[config.mk]
export PLATFORM = sky130hd
export DESIGN_NAME = mono_preview_downscale_stretch_top
export DESIGN_NICKNAME = d
export VERILOG_FILES = /design/src/rtl/mpds_pkg.sv /design/src/rtl/mono_preview_downscale_stretch_top.sv /design/src/rtl/mpds_div.sv /design/src/rtl/mpds_ctrl.sv /design/src/rtl/mpds_dp.sv
export SDC_FILE = /design/constraint.sdc
export NUM_CORES = 2
export LEC_CHECK = 0
export ABC_AREA = 1
export BUFFER_PORTS_ARGS = -buffer_cell sky130_fd_sc_hd__buf_2
export CAP_MARGIN = 20
export CORE_MARGIN = 2
export CORE_UTILIZATION = 53
export CTS_BUF_LIST = sky130_fd_sc_hd__clkbuf_4 sky130_fd_sc_hd__clkbuf_8
export CTS_CLUSTER_DIAMETER = 80
export CTS_CLUSTER_SIZE = 14
export DETAILED_ROUTE_END_ITERATION = 8
export PLACE_DENSITY = 0.79
export SLEW_MARGIN = 10
export SYNTH_ARGS = -nofsm -noshare
export SYNTH_HDL_FRONTEND = slang
export SYNTH_HIERARCHICAL = 1
export SYNTH_SLANG_ARGS = --single-unit
[constraint.sdc]
create_clock -name clock -period 16.1 [get_ports clock]
set_input_delay 2.415 -clock clock [delete_from_list [all_inputs] [get_ports clock]]
set_output_delay 2.415 -clock clock [all_outputs]
set_load 0.02 [all_outputs]
[src/rtl/mpds_pkg.sv]
package mpds_pkg;

   localparam int MAX_FRAME_DIM       = 8192;
   localparam int PREVIEW_WIDTH_LIMIT = 1280;

   localparam int DIM_W     = 14;   // frame dimensions, 1..8192
   localparam int POS_W     = 13;   // source raster position
   localparam int PCOL_W    = 11;   // preview column / preview width
   localparam int PROW_W    = 14;   // preview row counter and height
   localparam int SAMPLE_W  = 16;
   localparam int PIX_W     = 8;
   localparam int DIV_NUM_W = 28;
   localparam int DIV_DEN_W = 16;
   localparam int DIV_CNT_W = 5;
   localparam int ADDR_W    = 4;
   localparam int DATA_W    = 32;

   localparam logic [1:0] REG_FRAME_WIDTH    = 2'd0;
   localparam logic [1:0] REG_FRAME_HEIGHT   = 2'd1;
   localparam logic [1:0] REG_WIDE_SAMPLES   = 2'd2;
   localparam logic [1:0] REG_STRETCH_ENABLE = 2'd3;

   localparam logic [SAMPLE_W-1:0] MIN_RESET = 16'hFFFF;
   localparam logic [PIX_W-1:0]    PIX_FULL  = 8'd255;

   typedef struct packed {
      logic [DIM_W-1:0] frame_width;
      logic [DIM_W-1:0] frame_height;
      logic             wide_samples;
      logic             stretch_enable;
   } cfg_type;

   typedef enum logic [2:0] {
      ST_IDLE,
      ST_DECODE,
      ST_PH_WAIT,
      ST_CHECK,
      ST_PIX_WAIT,
      ST_EMIT,
      ST_NXT_WAIT
   } state_type;

   typedef enum logic [1:0] {
      OP_PH,
      OP_PIX,
      OP_NXT
   } div_op_type;

   typedef struct packed {
      logic       latch_item;
      logic       stats_update;
      logic       ph_load;
      logic       pix_direct;
      logic       pix_load;
      logic       emit;
      logic       nxt_load;
      logic       advance;
      logic       div_start;
      div_op_type div_op;
   } ctrl_cmd_type;

   typedef struct packed {
      logic is_render;
      logic at_start;
      logic emit_ok;
      logic pix_needs_div;
      logic div_done;
      logic out_free;
   } dp_status_type;

   function automatic logic [DIM_W-1:0] clamp_dim(input logic [DIM_W-1:0] d);
      logic [DIM_W-1:0] r;
      r = d;
      if (d == '0) begin
         r = DIM_W'(1);
      end else if (d > DIM_W'(MAX_FRAME_DIM)) begin
         r = DIM_W'(MAX_FRAME_DIM);
      end
      return r;
   endfunction

endpackage

[src/rtl/mono_preview_downscale_stretch_top.sv]
// Channel   | Direction | Fields
// req_      | in        | tdata[15:0] sample_value, tuser[0] command
// rsp_      | out       | tdata pixel/column/row, tuser row_end, tlast frame_end
// csr_      | APB       | 0 frame_width, 4 frame_height, 8 wide_samples, 12 stretch_enable
//
// One transaction at a time. A statistics sample and a skipped render sample
// need no division; a kept one uses the shared restoring divider for the next
// sample position, once more when the stretch needs a true division, and once
// more at the start of a render pass.
// Synchronous active-high reset; no clearing pass.
// A stalled result holds in the output register; the block then waits in the
// emit step before loading the next one.
module mono_preview_downscale_stretch_top
   import mpds_pkg::*;
(
   input  logic              clock,
   input  logic              reset,
   input  logic              req_tvalid,
   output logic              req_tready,
   input  logic [15:0]       req_tdata,   // [15:0] sample_value
   input  logic [0:0]        req_tuser,   // [0] command
   output logic              rsp_tvalid,
   input  logic              rsp_tready,
   output logic [31:0]       rsp_tdata,   // [7:0] preview_pixel, [18:8] preview_column,
                                          // [31:19] preview_row
   output logic [0:0]        rsp_tuser,   // [0] row_end
   output logic              rsp_tlast,   // frame_end
   input  logic              csr_psel,
   input  logic              csr_penable,
   input  logic              csr_pwrite,
   input  logic [ADDR_W-1:0] csr_paddr,
   input  logic [DATA_W-1:0] csr_pwdata,
   output logic [DATA_W-1:0] csr_prdata,
   output logic              csr_pready
);

   cfg_type       cfg_ff;
   ctrl_cmd_type  cmd;
   dp_status_type status;
   logic          csr_wr;
   logic [1:0]    csr_idx;
   logic [PIX_W-1:0]  pixel;
   logic [PCOL_W-1:0] column;
   logic [POS_W-1:0]  row;
   logic              row_end, frame_end;

   // register file: written on the APB access phase
   assign csr_pready = 1'b1;
   assign csr_wr     = csr_psel && csr_penable && csr_pwrite;
   assign csr_idx    = csr_paddr[3:2];

   always_ff @(posedge clock) begin
      if (reset) begin
         cfg_ff.frame_width    <= DIM_W'(1280);
         cfg_ff.frame_height   <= DIM_W'(960);
         cfg_ff.wide_samples   <= 1'b1;
         cfg_ff.stretch_enable <= 1'b0;
      end else if (csr_wr) begin
         unique case (csr_idx)
            REG_FRAME_WIDTH:    cfg_ff.frame_width    <= csr_pwdata[DIM_W-1:0];
            REG_FRAME_HEIGHT:   cfg_ff.frame_height   <= csr_pwdata[DIM_W-1:0];
            REG_WIDE_SAMPLES:   cfg_ff.wide_samples   <= csr_pwdata[0];
            REG_STRETCH_ENABLE: cfg_ff.stretch_enable <= csr_pwdata[0];
            default: ;
         endcase
      end
   end

   always_comb begin
      unique case (csr_idx)
         REG_FRAME_WIDTH:    csr_prdata = DATA_W'(cfg_ff.frame_width);
         REG_FRAME_HEIGHT:   csr_prdata = DATA_W'(cfg_ff.frame_height);
         REG_WIDE_SAMPLES:   csr_prdata = DATA_W'(cfg_ff.wide_samples);
         REG_STRETCH_ENABLE: csr_prdata = DATA_W'(cfg_ff.stretch_enable);
         default:            csr_prdata = '0;
      endcase
   end

   // sequencer
   mpds_ctrl u_ctrl (
      .clock      (clock),
      .reset      (reset),
      .req_tvalid (req_tvalid),
      .req_tready (req_tready),
      .status     (status),
      .cmd        (cmd)
   );

   // statistics, position tracking, mapping and output register
   mpds_dp u_dp (
      .clock         (clock),
      .reset         (reset),
      .cfg           (cfg_ff),
      .cmd           (cmd),
      .status        (status),
      .req_command   (req_tuser[0]),
      .req_sample    (req_tdata),
      .rsp_tvalid    (rsp_tvalid),
      .rsp_tready    (rsp_tready),
      .rsp_pixel     (pixel),
      .rsp_column    (column),
      .rsp_row       (row),
      .rsp_row_end   (row_end),
      .rsp_frame_end (frame_end)
   );

   assign rsp_tdata = {row, column, pixel};
   assign rsp_tuser = row_end;
   assign rsp_tlast = frame_end;

endmodule

[src/rtl/mpds_div.sv]
module mpds_div
   import mpds_pkg::*;
(
   input  logic                 clock,
   input  logic                 reset,
   input  logic                 start,
   input  logic [DIV_NUM_W-1:0] num,
   input  logic [DIV_DEN_W-1:0] den,
   output logic                 done,
   output logic [DIV_NUM_W-1:0] quot
);

   logic                 busy_ff, busy_in;
   logic                 done_ff, done_in;
   logic [DIV_CNT_W-1:0] cnt_ff, cnt_in;
   logic [DIV_DEN_W:0]   rem_ff, rem_in;
   logic [DIV_NUM_W-1:0] quot_ff, quot_in;
   logic [DIV_DEN_W-1:0] den_ff, den_in;
   logic [DIV_DEN_W:0]   rem_shift;
   logic                 ge;

   // one quotient bit per cycle, restoring
   always_comb begin
      rem_shift = {rem_ff[DIV_DEN_W-1:0], quot_ff[DIV_NUM_W-1]};
      ge        = rem_shift >= {1'b0, den_ff};
      busy_in   = busy_ff;
      done_in   = 1'b0;
      cnt_in    = cnt_ff;
      rem_in    = rem_ff;
      quot_in   = quot_ff;
      den_in    = den_ff;
      if (start) begin
         busy_in = 1'b1;
         cnt_in  = '0;
         rem_in  = '0;
         quot_in = num;
         den_in  = den;
      end else if (busy_ff) begin
         rem_in  = ge ? (rem_shift - {1'b0, den_ff}) : rem_shift;
         quot_in = {quot_ff[DIV_NUM_W-2:0], ge};
         cnt_in  = cnt_ff + DIV_CNT_W'(1);
         if (cnt_ff == DIV_CNT_W'(DIV_NUM_W - 1)) begin
            busy_in = 1'b0;
            done_in = 1'b1;
         end
      end
   end

   always_ff @(posedge clock) begin
      if (reset) begin
         busy_ff <= 1'b0;
         done_ff <= 1'b0;
         cnt_ff  <= '0;
      end else begin
         busy_ff <= busy_in;
         done_ff <= done_in;
         cnt_ff  <= cnt_in;
      end
      rem_ff  <= rem_in;
      quot_ff <= quot_in;
      den_ff  <= den_in;
   end

   assign done = done_ff;
   assign quot = quot_ff;

endmodule

[src/rtl/mpds_ctrl.sv]
module mpds_ctrl
   import mpds_pkg::*;
(
   input  logic          clock,
   input  logic          reset,
   input  logic          req_tvalid,
   output logic          req_tready,
   input  dp_status_type status,
   output ctrl_cmd_type  cmd
);

   state_type state_ff, state_in;

   always_comb begin
      state_in = state_ff;
      unique case (state_ff)
         ST_IDLE: begin
            if (req_tvalid) state_in = ST_DECODE;
         end
         ST_DECODE: begin
            if (!status.is_render) state_in = ST_IDLE;
            else if (status.at_start) state_in = ST_PH_WAIT;
            else state_in = ST_CHECK;
         end
         ST_PH_WAIT: begin
            if (status.div_done) state_in = ST_CHECK;
         end
         ST_CHECK: begin
            if (!status.emit_ok) state_in = ST_IDLE;
            else if (status.pix_needs_div) state_in = ST_PIX_WAIT;
            else state_in = ST_EMIT;
         end
         ST_PIX_WAIT: begin
            if (status.div_done) state_in = ST_EMIT;
         end
         ST_EMIT: begin
            if (status.out_free) state_in = ST_NXT_WAIT;
         end
         ST_NXT_WAIT: begin
            if (status.div_done) state_in = ST_IDLE;
         end
         default: state_in = ST_IDLE;
      endcase
   end

   always_comb begin
      cmd        = '0;
      cmd.div_op = OP_PH;
      req_tready = 1'b0;
      unique case (state_ff)
         ST_IDLE: begin
            req_tready     = 1'b1;
            cmd.latch_item = req_tvalid;
         end
         ST_DECODE: begin
            if (!status.is_render) begin
               cmd.stats_update = 1'b1;
               cmd.advance      = 1'b1;
            end else if (status.at_start) begin
               cmd.div_start = 1'b1;
               cmd.div_op    = OP_PH;
            end
         end
         ST_PH_WAIT: begin
            cmd.ph_load = status.div_done;
         end
         ST_CHECK: begin
            if (!status.emit_ok) begin
               cmd.advance = 1'b1;
            end else if (status.pix_needs_div) begin
               cmd.div_start = 1'b1;
               cmd.div_op    = OP_PIX;
            end else begin
               cmd.pix_direct = 1'b1;
            end
         end
         ST_PIX_WAIT: begin
            cmd.pix_load = status.div_done;
         end
         ST_EMIT: begin
            cmd.emit      = status.out_free;
            cmd.div_start = status.out_free;
            cmd.div_op    = OP_NXT;
         end
         ST_NXT_WAIT: begin
            cmd.nxt_load = status.div_done;
            cmd.advance  = status.div_done;
         end
         default: ;
      endcase
   end

   always_ff @(posedge clock) begin
      if (reset) state_ff <= ST_IDLE;
      else state_ff <= state_in;
   end

endmodule

[src/rtl/mpds_dp.sv]
module mpds_dp
   import mpds_pkg::*;
(
   input  logic                  clock,
   input  logic                  reset,
   input  cfg_type               cfg,
   input  ctrl_cmd_type          cmd,
   output dp_status_type         status,
   input  logic                  req_command,
   input  logic [SAMPLE_W-1:0]   req_sample,
   output logic                  rsp_tvalid,
   input  logic                  rsp_tready,
   output logic [PIX_W-1:0]      rsp_pixel,
   output logic [PCOL_W-1:0]     rsp_column,
   output logic [POS_W-1:0]      rsp_row,
   output logic                  rsp_row_end,
   output logic                  rsp_frame_end
);

   logic                  cmd_ff;
   logic [SAMPLE_W-1:0]   v_ff;
   logic [SAMPLE_W-1:0]   min_ff, max_ff, min_in, max_in;
   logic                  stretch_ff;
   logic [POS_W-1:0]      src_col_ff, src_row_ff;
   logic [PCOL_W-1:0]     col_cnt_ff;
   logic [PROW_W-1:0]     row_cnt_ff;
   logic [POS_W-1:0]      nxt_col_ff;
   logic [PROW_W-1:0]     nxt_row_ff;
   logic [PROW_W-1:0]     ph_ff;
   logic [PIX_W-1:0]      pix_ff;
   logic                  nxt_is_row_ff;
   logic                  out_valid_ff;
   logic [PIX_W-1:0]      out_pix_ff;
   logic [PCOL_W-1:0]     out_col_ff;
   logic [POS_W-1:0]      out_row_ff;
   logic                  out_row_end_ff, out_frame_end_ff;

   logic [DIM_W-1:0]      w, h;
   logic [PCOL_W-1:0]     pw;
   logic                  at_start, row_end_now, frame_end_now, out_free;
   logic [PIX_W-1:0]      pix_direct;
   logic [DIV_NUM_W-1:0]  div_num, div_quot;
   logic [DIV_DEN_W-1:0]  div_den;
   logic                  div_done;

   assign w  = clamp_dim(cfg.frame_width);
   assign h  = clamp_dim(cfg.frame_height);
   assign pw = (w < DIM_W'(PREVIEW_WIDTH_LIMIT)) ? w[PCOL_W-1:0]
                                                  : PCOL_W'(PREVIEW_WIDTH_LIMIT);

   assign at_start      = (src_col_ff == '0) && (src_row_ff == '0);
   assign row_end_now   = (12'(col_cnt_ff) + 12'd1) >= 12'(pw);
   assign frame_end_now = row_end_now && ((15'(row_cnt_ff) + 15'd1) >= 15'(ph_ff));
   assign out_free      = !out_valid_ff || rsp_tready;

   always_comb begin
      if (stretch_ff) pix_direct = (v_ff <= min_ff) ? '0 : PIX_FULL;
      else if (cfg.wide_samples) pix_direct = v_ff[SAMPLE_W-1:PIX_W];
      else pix_direct = v_ff[PIX_W-1:0];
   end

   assign status.is_render     = cmd_ff;
   assign status.at_start      = at_start;
   assign status.emit_ok       = (row_cnt_ff < ph_ff) && (src_col_ff == nxt_col_ff)
                                 && ({1'b0, src_row_ff} == nxt_row_ff);
   assign status.pix_needs_div = stretch_ff && (v_ff > min_ff) && (v_ff < max_ff);
   assign status.div_done      = div_done;
   assign status.out_free      = out_free;

   always_comb begin
      unique case (cmd.div_op)
         OP_PH: begin
            div_num = DIV_NUM_W'(h) * DIV_NUM_W'(pw);
            div_den = DIV_DEN_W'(w);
         end
         OP_PIX: begin
            div_num = DIV_NUM_W'(v_ff - min_ff) * DIV_NUM_W'(PIX_FULL);
            div_den = max_ff - min_ff;
         end
         OP_NXT: begin
            if (row_end_now) begin
               div_num = (DIV_NUM_W'(row_cnt_ff) + DIV_NUM_W'(1)) * DIV_NUM_W'(h);
               div_den = DIV_DEN_W'(ph_ff);
            end else begin
               div_num = (DIV_NUM_W'(col_cnt_ff) + DIV_NUM_W'(1)) * DIV_NUM_W'(w);
               div_den = DIV_DEN_W'(pw);
            end
         end
         default: begin
            div_num = '0;
            div_den = DIV_DEN_W'(1);
         end
      endcase
   end

   mpds_div u_div (
      .clock (clock),
      .reset (reset),
      .start (cmd.div_start),
      .num   (div_num),
      .den   (div_den),
      .done  (div_done),
      .quot  (div_quot)
   );

   always_comb begin
      min_in = at_start ? MIN_RESET : min_ff;
      max_in = at_start ? '0 : max_ff;
      if (v_ff < min_in) min_in = v_ff;
      if (v_ff > max_in) max_in = v_ff;
   end

   always_ff @(posedge clock) begin
      if (reset) begin
         min_ff        <= MIN_RESET;
         max_ff        <= '0;
         stretch_ff    <= 1'b0;
         src_col_ff    <= '0;
         src_row_ff    <= '0;
         col_cnt_ff    <= '0;
         row_cnt_ff    <= '0;
         nxt_col_ff    <= '0;
         nxt_row_ff    <= '0;
         ph_ff         <= PROW_W'(960);
         out_valid_ff  <= 1'b0;
         cmd_ff        <= 1'b0;
      end else begin
         if (cmd.latch_item) cmd_ff <= req_command;
         if (cmd.stats_update) begin
            min_ff <= min_in;
            max_ff <= max_in;
         end
         if (cmd.ph_load) begin
            ph_ff      <= (div_quot == '0) ? PROW_W'(1) : div_quot[PROW_W-1:0];
            col_cnt_ff <= '0;
            row_cnt_ff <= '0;
            nxt_col_ff <= '0;
            nxt_row_ff <= '0;
            stretch_ff <= cfg.stretch_enable && (max_ff > min_ff);
         end
         if (cmd.emit) out_valid_ff <= 1'b1;
         else if (rsp_tready) out_valid_ff <= 1'b0;
         if (cmd.emit) begin
            if (row_end_now) begin
               col_cnt_ff <= '0;
               row_cnt_ff <= row_cnt_ff + PROW_W'(1);
               nxt_col_ff <= '0;
            end else begin
               col_cnt_ff <= col_cnt_ff + PCOL_W'(1);
            end
         end
         if (cmd.nxt_load) begin
            if (nxt_is_row_ff) nxt_row_ff <= div_quot[PROW_W-1:0];
            else nxt_col_ff <= div_quot[POS_W-1:0];
         end
         if (cmd.advance) begin
            if ((DIM_W'(src_col_ff) + DIM_W'(1)) >= w) begin
               src_col_ff <= '0;
               if ((DIM_W'(src_row_ff) + DIM_W'(1)) >= h) src_row_ff <= '0;
               else src_row_ff <= src_row_ff + POS_W'(1);
            end else begin
               src_col_ff <= src_col_ff + POS_W'(1);
            end
         end
      end
   end

   // payload
   always_ff @(posedge clock) begin
      if (cmd.latch_item) v_ff <= cfg.wide_samples ? req_sample
                                                    : {8'd0, req_sample[PIX_W-1:0]};
      if (cmd.pix_direct) pix_ff <= pix_direct;
      if (cmd.pix_load) pix_ff <= div_quot[PIX_W-1:0];
      if (cmd.emit) begin
         out_pix_ff       <= pix_ff;
         out_col_ff       <= col_cnt_ff;
         out_row_ff       <= row_cnt_ff[POS_W-1:0];
         out_row_end_ff   <= row_end_now;
         out_frame_end_ff <= frame_end_now;
         nxt_is_row_ff    <= row_end_now;
      end
   end

   assign rsp_tvalid    = out_valid_ff;
   assign rsp_pixel     = out_pix_ff;
   assign rsp_column    = out_col_ff;
   assign rsp_row       = out_row_ff;
   assign rsp_row_end   = out_row_end_ff;
   assign rsp_frame_end = out_frame_end_ff;

   a_emit_free: assert property (@(posedge clock) disable iff (reset)
      cmd.emit |-> out_free)
      else $error("result loaded over an untaken one");

   a_ph_nonzero: assert property (@(posedge clock) disable iff (reset)
      cmd.ph_load |=> ph_ff != '0)
      else $error("preview height zero");

   a_min_max: assert property (@(posedge clock) disable iff (reset)
      cmd.stats_update |=> min_ff <= max_ff)
      else $error("statistics min above max");

endmodule
### Word-level counts from Yosys, hierarchy flattened

Index checks and enable logic that the tools add are counted.

* word-level logic and storage cells: 188
* output and inout port bits: 69
* bits of input ports: 60
* flip-flop bits (word level): 285

* mux-type cells: 73
* equality and inequality tests: 19
* $mul: 4
* bitwise logic cells: 1
* $add $sub $neg: 14
* reductions and logical operators: 31
* $lt $le $gt $ge: 15

Operator list (number)
* 14-bit 2-to-1 mux: 12
* 32-bit case mux with 4 select lines: 1
* 13-bit 2-to-1 mux: 7
* 28-bit 2-to-1 mux: 3
* 28-bit case mux with 3 select lines: 1
* 16-bit 2-to-1 mux: 5
* 28-bit by 14-bit multiplier with 28-bit output: 2
* 16-bit > comparator: 3
* 16-bit case mux with 3 select lines: 1
* 11-bit 2-to-1 mux: 4
* 8-bit 2-to-1 mux: 5
* 3-bit 2-to-1 mux: 11
* 16-bit less-than comparator: 2
* 16-bit subtractor: 2
* 14-bit by 1-bit adder with 15-bit output, second input constant: 2
* 13-bit by 1-bit adder with 14-bit output, second input constant: 2
* 14-bit >= comparator: 2
* 14-bit > comparator, second input constant: 2
* 14-bit logical NOT: 2
* 28-bit logical NOT: 1
* 28-bit by 8-bit multiplier with 28-bit output, second input constant: 1
* 13-bit by 1-bit adder with 13-bit output, second input constant: 2
* 13-bit logical NOT: 2
* 14-bit by 11-bit multiplier with 25-bit output: 1
* other kinds (36): 81

### Depth between registers and ports, before layout

* word-level depth: 10
* depth in mapped cells: 39
* depth with buffers taken out: 38

### By module

The synthesis kept the hierarchy.

Modules (own cells, without submodules)
* mpds_dp: times used 1, area an instance 34911.0 µm², cells an instance 4677, seq. area each 4284.1 µm²
* mpds_div: times used 1, area an instance 3774.9 µm², cells an instance 481, seq. area each 1781.7 µm²
* mono_preview_downscale_stretch_top: times used 1, area an instance 1586.5 µm², cells an instance 225, seq. area each 600.6 µm²
* mpds_ctrl: times used 1, area an instance 379.1 µm², cells an instance 68, seq. area each 60.1 µm²

### Least setup slack after synthesis

OpenSTA, ideal clock, no wires.

* path kind: flip-flop to flip-flop
* start point: reg u_dp.row_cnt_ff[0]
* end point: reg u_dp.u_div.quot_ff[27] (netlist: u_dp/u_div/quot[27]), data pin
* data arrival time: 6.402 ns
* path slack: 9.445 ns
* data required time: 15.847 ns
* period minus slack after synthesis: 6.655 ns
* path buffers: 0
* cell stages (with the launch flop): 36
* path through: dfxtp_1 -> ha_1 -> nand3_1 -> nor2_1 -> inv_1 -> nor2_1 -> nand2_1 -> or4_1 -> xor2_1 -> inv_2 -> nand2_1 -> fa_1 -> inv_1 -> fa_1 -> fa_1 -> inv_1 -> fa_1 -> inv_1 -> fa_1 -> inv_1 -> fa_1 -> inv_1 -> ha_1 -> a21oi_1 -> o21ai_0 -> a21oi_1 -> nand2_1 -> a21oi_1 -> nand3b_1 -> nand2_1 -> nor2_1 -> nor2_1 -> nand2_1 -> nand2_1 -> nand2_1 -> nand2_1

* word-level cells in the longest chain between the ends: 8
* elaborated cells on any way between the ends: 13

RTL lines
* start, declared: line mpds_dp.sv:26 `logic [PROW_W-1:0] row_cnt_ff;`
* start signal, assigned: line mpds_dp.sv:146 `row_cnt_ff <= row_cnt_ff + PROW_W'(1);`
* branches (longest 6 deep; another with 28-bit by 14-bit multiplier with 28-bit output)
* 28-bit case mux with 3 select lines (*): line mpds_dp.sv:71 `unique case (cmd.div_op)`
* via u_dp.div_num[27]: line mpds_dp.sv:42 `logic [DIV_NUM_W-1:0] div_num, div_quot;`
* 28-bit 2-to-1 mux (*): line mpds_div.sv:32 `if (start) begin`
* via u_dp.u_div.quot_in[27]: line mpds_div.sv:17 `logic [DIV_NUM_W-1:0] quot_ff, quot_in;`
* end signal, assigned: line mpds_div.sv:60 `quot_ff <= quot_in;`
* end, declared: line mpds_div.sv:17

Mark *: on every way through the listed nets, which the timed path passes.
A chain may end at the register's enable or synchronous reset.

### Final worst setup path

* start point: reg cfg_ff[19] in the netlist's numbering
* end point: reg u_dp.u_div.quot_ff[24] (netlist: u_dp/u_div/quot[24]), data pin

* word-level cells in the longest chain between the ends: 9
* elaborated cells on any way between the ends: 12

RTL lines
* start, declared: line mono_preview_downscale_stretch_top.sv:37 `cfg_type cfg_ff;`
* 14-bit > comparator: line mpds_pkg.sv:76 `end else if (d > DIM_W'(MAX_FRAME_DIM)) begin`
* 14-bit 2-to-1 mux: line mpds_pkg.sv:76
* 14-bit 2-to-1 mux (*): line mpds_pkg.sv:74 `if (d == '0) begin`
* branches (longest 4 deep; another with 14-bit by 11-bit multiplier with 25-bit output)
* 28-bit case mux with 3 select lines (*): line mpds_dp.sv:71
* via u_dp.div_num[24]: line mpds_dp.sv:42
* 28-bit 2-to-1 mux (*): line mpds_div.sv:32
* via u_dp.u_div.quot_in[24]: line mpds_div.sv:17

Marks and branches as above.

==> impl_metrics.env <==
export IMPL_root_buffer="clkbuf_8"
export IMPL_cts_buffer_depth=3
export IMPL_start_util_pct=53.5
export IMPL_synth_area_per_cell_um2=7.46
export IMPL_synth_adder_area_share_pct=36.0
export IMPL_post_place_ws_ns=7.47
export IMPL_synth_compound_area_share_pct=9.90
export IMPL_synth_area_leader_cell="fa_1"
export IMPL_multiInputGateArea_mm2=0.0289
export IMPL_synthDistinctLibCells=71
export IMPL_final_area_mm2=0.0424
export IMPL_globalplace_congestion=1.02
export IMPL_post_dp_hpwl_um=96900
export IMPL_clk_pin_slew_worst_paths_ns=0.10
export IMPL_startpoint="cfg_ff[19]$_SDFFE_PP0P_"
export IMPL_finalPower_mw=8.77
export IMPL_min_from="u_dp/pix_ff[7]$_DFFE_PP_"
export IMPL_area_growth_pct=4.20
export IMPL_gr_usage_all_layers_pct=31.2
export IMPL_drc=0
export IMPL_synthArstFlopShare_pct=0
export IMPL_yosysTopAreaCellShare_pct=22.6
export IMPL_rsz0062_at_grt="false"
export IMPL_critPathKind="reg -> reg"
export IMPL_reg2reg_to="u_dp/u_div/quot[24]$_DFFE_PP_"
export IMPL_clock_sinks=285
export IMPL_layout_drive_gt1_share_pct=5.35
export IMPL_chipWidth_um=281
export IMPL_final_min_clock_period_ns=8.95
export IMPL_ant_nets=0
export IMPL_hold_ws_ns=0.414
export IMPL_maxSlewViolCount=0
export IMPL_power_density_mw_per_mm2=207
export IMPL_fin_ws_ns=7.15
export IMPL_path_max_fanout=13
export IMPL_worst_slew_pin_slew_ns=1.13
export IMPL_core_mm2=0.0759
export IMPL_synth_seq_cells=285
export IMPL_clkPwrFrac_pct=5.4
export IMPL_place_inst=6442
export IMPL_io_pins=129
export IMPL_via_count=36700
export IMPL_grt_pass1_wl_um=193000
export IMPL_crit_path_end_kind="register"
export IMPL_die_area_mm2=0.0789
export IMPL_slowest_stage="nor2_2"
export IMPL_grt_overflow_total=0
export IMPL_die_h_um=281
export IMPL_synth_edf_count=102
export IMPL_ctsResizeCount=0
export IMPL_dr_pass1_iters=9
export IMPL_netlist_area_mm2=0.0407
export IMPL_clock_latency_ns=0.66
export IMPL_postCtsSetupRepairBufs=0
export IMPL_antenna_found_initial=6
export IMPL_drt_wl_total_um=122000
export IMPL_rrSetupSlack_ns=7.15
export IMPL_ys_seq_area_share_pct=16.5
export IMPL_grt_pass1_vias=35600
export IMPL_register_area_mm2=0.00673
export IMPL_crit_top_cell="nand2_1"
export IMPL_synth_common_cells="nand2_1 (1211), inv_1 (1051), nor2_1 (476), fa_1 (459), ha_1 (434)"
export IMPL_setup_violations=0
export IMPL_hold_viol_final=0
export IMPL_critPathRequiredTime_ns=16.52
export IMPL_pwr_share_comb_pct=85.1
export IMPL_hold_end="u_dp/rsp_pixel[7]$_DFFE_PP_"
export IMPL_synthesis_instances=5451
export IMPL_wl_per_cell_um=18.8
export IMPL_synth_top_family_by_area="adder cells"
export IMPL_p_int_mw=3.66
export IMPL_period_share_pct=55.6
export IMPL_synth_simple_area_share_pct=22.6
export IMPL_holdPathStages=0
export IMPL_final_util_pct=55.8
export IMPL_fillers=7077
export IMPL_portBuffers=89
export IMPL_row_count=101
export IMPL_peakVddDrop_uv=746
export IMPL_drt_iter0_markers=3790
export IMPL_arrival_ns=9.37
export IMPL_cts_tree="built"
export IMPL_status="finished clean"
export IMPL_synthFlopType="dfxtp_1"
export IMPL_grt_max_degree=71
export IMPL_slowest_delay_ns=0.69
export IMPL_hp_class="reg -> reg"
export IMPL_maxSlewHeadroom_pct=24.6
export IMPL_synth_xor_area_share_pct=2.43
export IMPL_switching_share_pct=58.3
export IMPL_dpl_cell_area_mm2=0.0418
export IMPL_fin_skew_ns=0.0451
export IMPL_nets=6393
export IMPL_synth_warnings=6
export IMPL_final_cells=6492
export IMPL_final_setup_tns_ns=0
export IMPL_worstRegToRegCells=33
export IMPL_p_seq_share_pct=9.6
export IMPL_fmax_mhz=112
export IMPL_synthTopCellsByArea="fa_1 (23%), ha_1 (13%), nand2_1 (11%)"
export IMPL_detail_route_vias_per_cell=5.66
export IMPL_p_leak_nw=21.2
export IMPL_cts_hold_fix_buffers=0
export IMPL_synth_most_common_cell="nand2_1"
export IMPL_drv_cap=0
export IMPL_startpoint_type="register"
export IMPL_yosys_mux_area_fraction_pct=0
export IMPL_htreeDepth=1
export IMPL_r2r_start="cfg_ff[19]$_SDFFE_PP0P_"
export IMPL_switchingPower_mw=5.12
export IMPL_cts_buffers=26
cells by family (layout without fill, tap and decap cells):
logic type,count (synthesis),count (layout)
AOI/OAI and AO/OA,704,704
xor gates and xnor gates,113,113
adders and majority gates,893,893
buffers and inverters,1277,1267
DFF,285,285
other,2,23
and+or+nand+nor,2177,2177
flip-flops by register name, indices dropped and copies added (netlist names), 5 cells and up:
| name | cells |
|---|---|
| u_dp/u_div/rem_ff | 16 |
| u_dp/rsp_pixel | 8 |
| u_dp/v_ff | 16 |
| u_dp/u_div/cnt_ff | 5 |
| u_dp/u_div/den_ff | 16 |
| u_dp/min_ff | 16 |
| u_dp/rsp_column | 11 |
| u_dp/src_row_ff | 13 |
| u_dp/rsp_row | 13 |
| u_dp/row_cnt_ff | 14 |
| cfg_ff | 30 |
| u_dp/src_col_ff | 13 |
| u_dp/u_div/quot | 28 |
| u_dp/nxt_row_ff | 14 |
| u_dp/col_cnt_ff | 11 |
| u_dp/pix_ff | 8 |
| u_dp/nxt_col_ff | 13 |
| u_dp/ph_ff | 14 |
| u_dp/max_ff | 16 |
power groups by stage:
stage	clock network, mW	logic (mW)	registers (mW)
after floorplan	0	5.69	0.836
after global placement	0	7.12	0.852
after detailed placement	0	7.25	0.854
after CTS	0.472	7.29	0.838
after global routing	0.498	8.53	0.844
final	0.469	7.47	0.839
worst max-delay path: cells and delay by family (launching register included):
family / cells / cell delay, ns
compound gates: 2 / 0.36
fa+ha+maj: 6 / 3.01
buf+inv: 7 / 1.12
flops: 1 / 0.37
simple gates: 18 / 3.82
layout by cell type (no fill, tap or decap), types with 26 or more instances in the layout:
cell type,Yosys,routed
inv_1,1051,1051
a21oi_1,350,350
clkbuf_8,0,27
xnor2_1,46,46
fa_1,459,459
ha_1,434,434
o21ai_0,179,179
nand2_1,1211,1211
buf_2,24,88
nor2_1,476,471
edfxtp_1,102,102
a211oi_1,40,40
buf_4,31,44
nor3_1,38,38
nand3_1,300,300
xor2_1,67,67
inv_2,26,26
nand4_1,40,40
dfxtp_1,183,183
cell type report:
class                           count  share of cell area (%)
Antenna cell                        4                  0.0236
Clock buffer                       40                    1.11
Clock inverter                      6                   0.115
Inverter                         1088                    9.64
Multi-Input combinational cell   3906                    68.3
Sequential cell                   285                    15.9
Tap cell                         1030                    3.04
Timing Repair Buffer              133                    1.85
per-layer routing:
metal | share of wire, % | GRT usage [%]
met5 | 0.093 | 0.625
met4 | 5.5 | 14.5
met3 | 11 | 6.82
met2 | 44 | 49.5
met1 | 40 | 40.6
worst max path at each step:
stage,to,cells past startpoint
6_report,u_dp/u_div/quot[24]$_DFFE_PP_,33
5_1_grt,u_dp/u_div/quot[24]$_DFFE_PP_,31
4_1_cts,u_dp/u_div/quot[24]$_DFFE_PP_,31
3_5_place_dp,u_dp/u_div/quot[24]$_DFFE_PP_,31
3_3_place_gp,u_dp/u_div/quot[24]$_DFFE_PP_,33
2_1_floorplan,u_dp/u_div/quot[27]$_DFFE_PP_,35
Power figures use the tool's default switching activity.
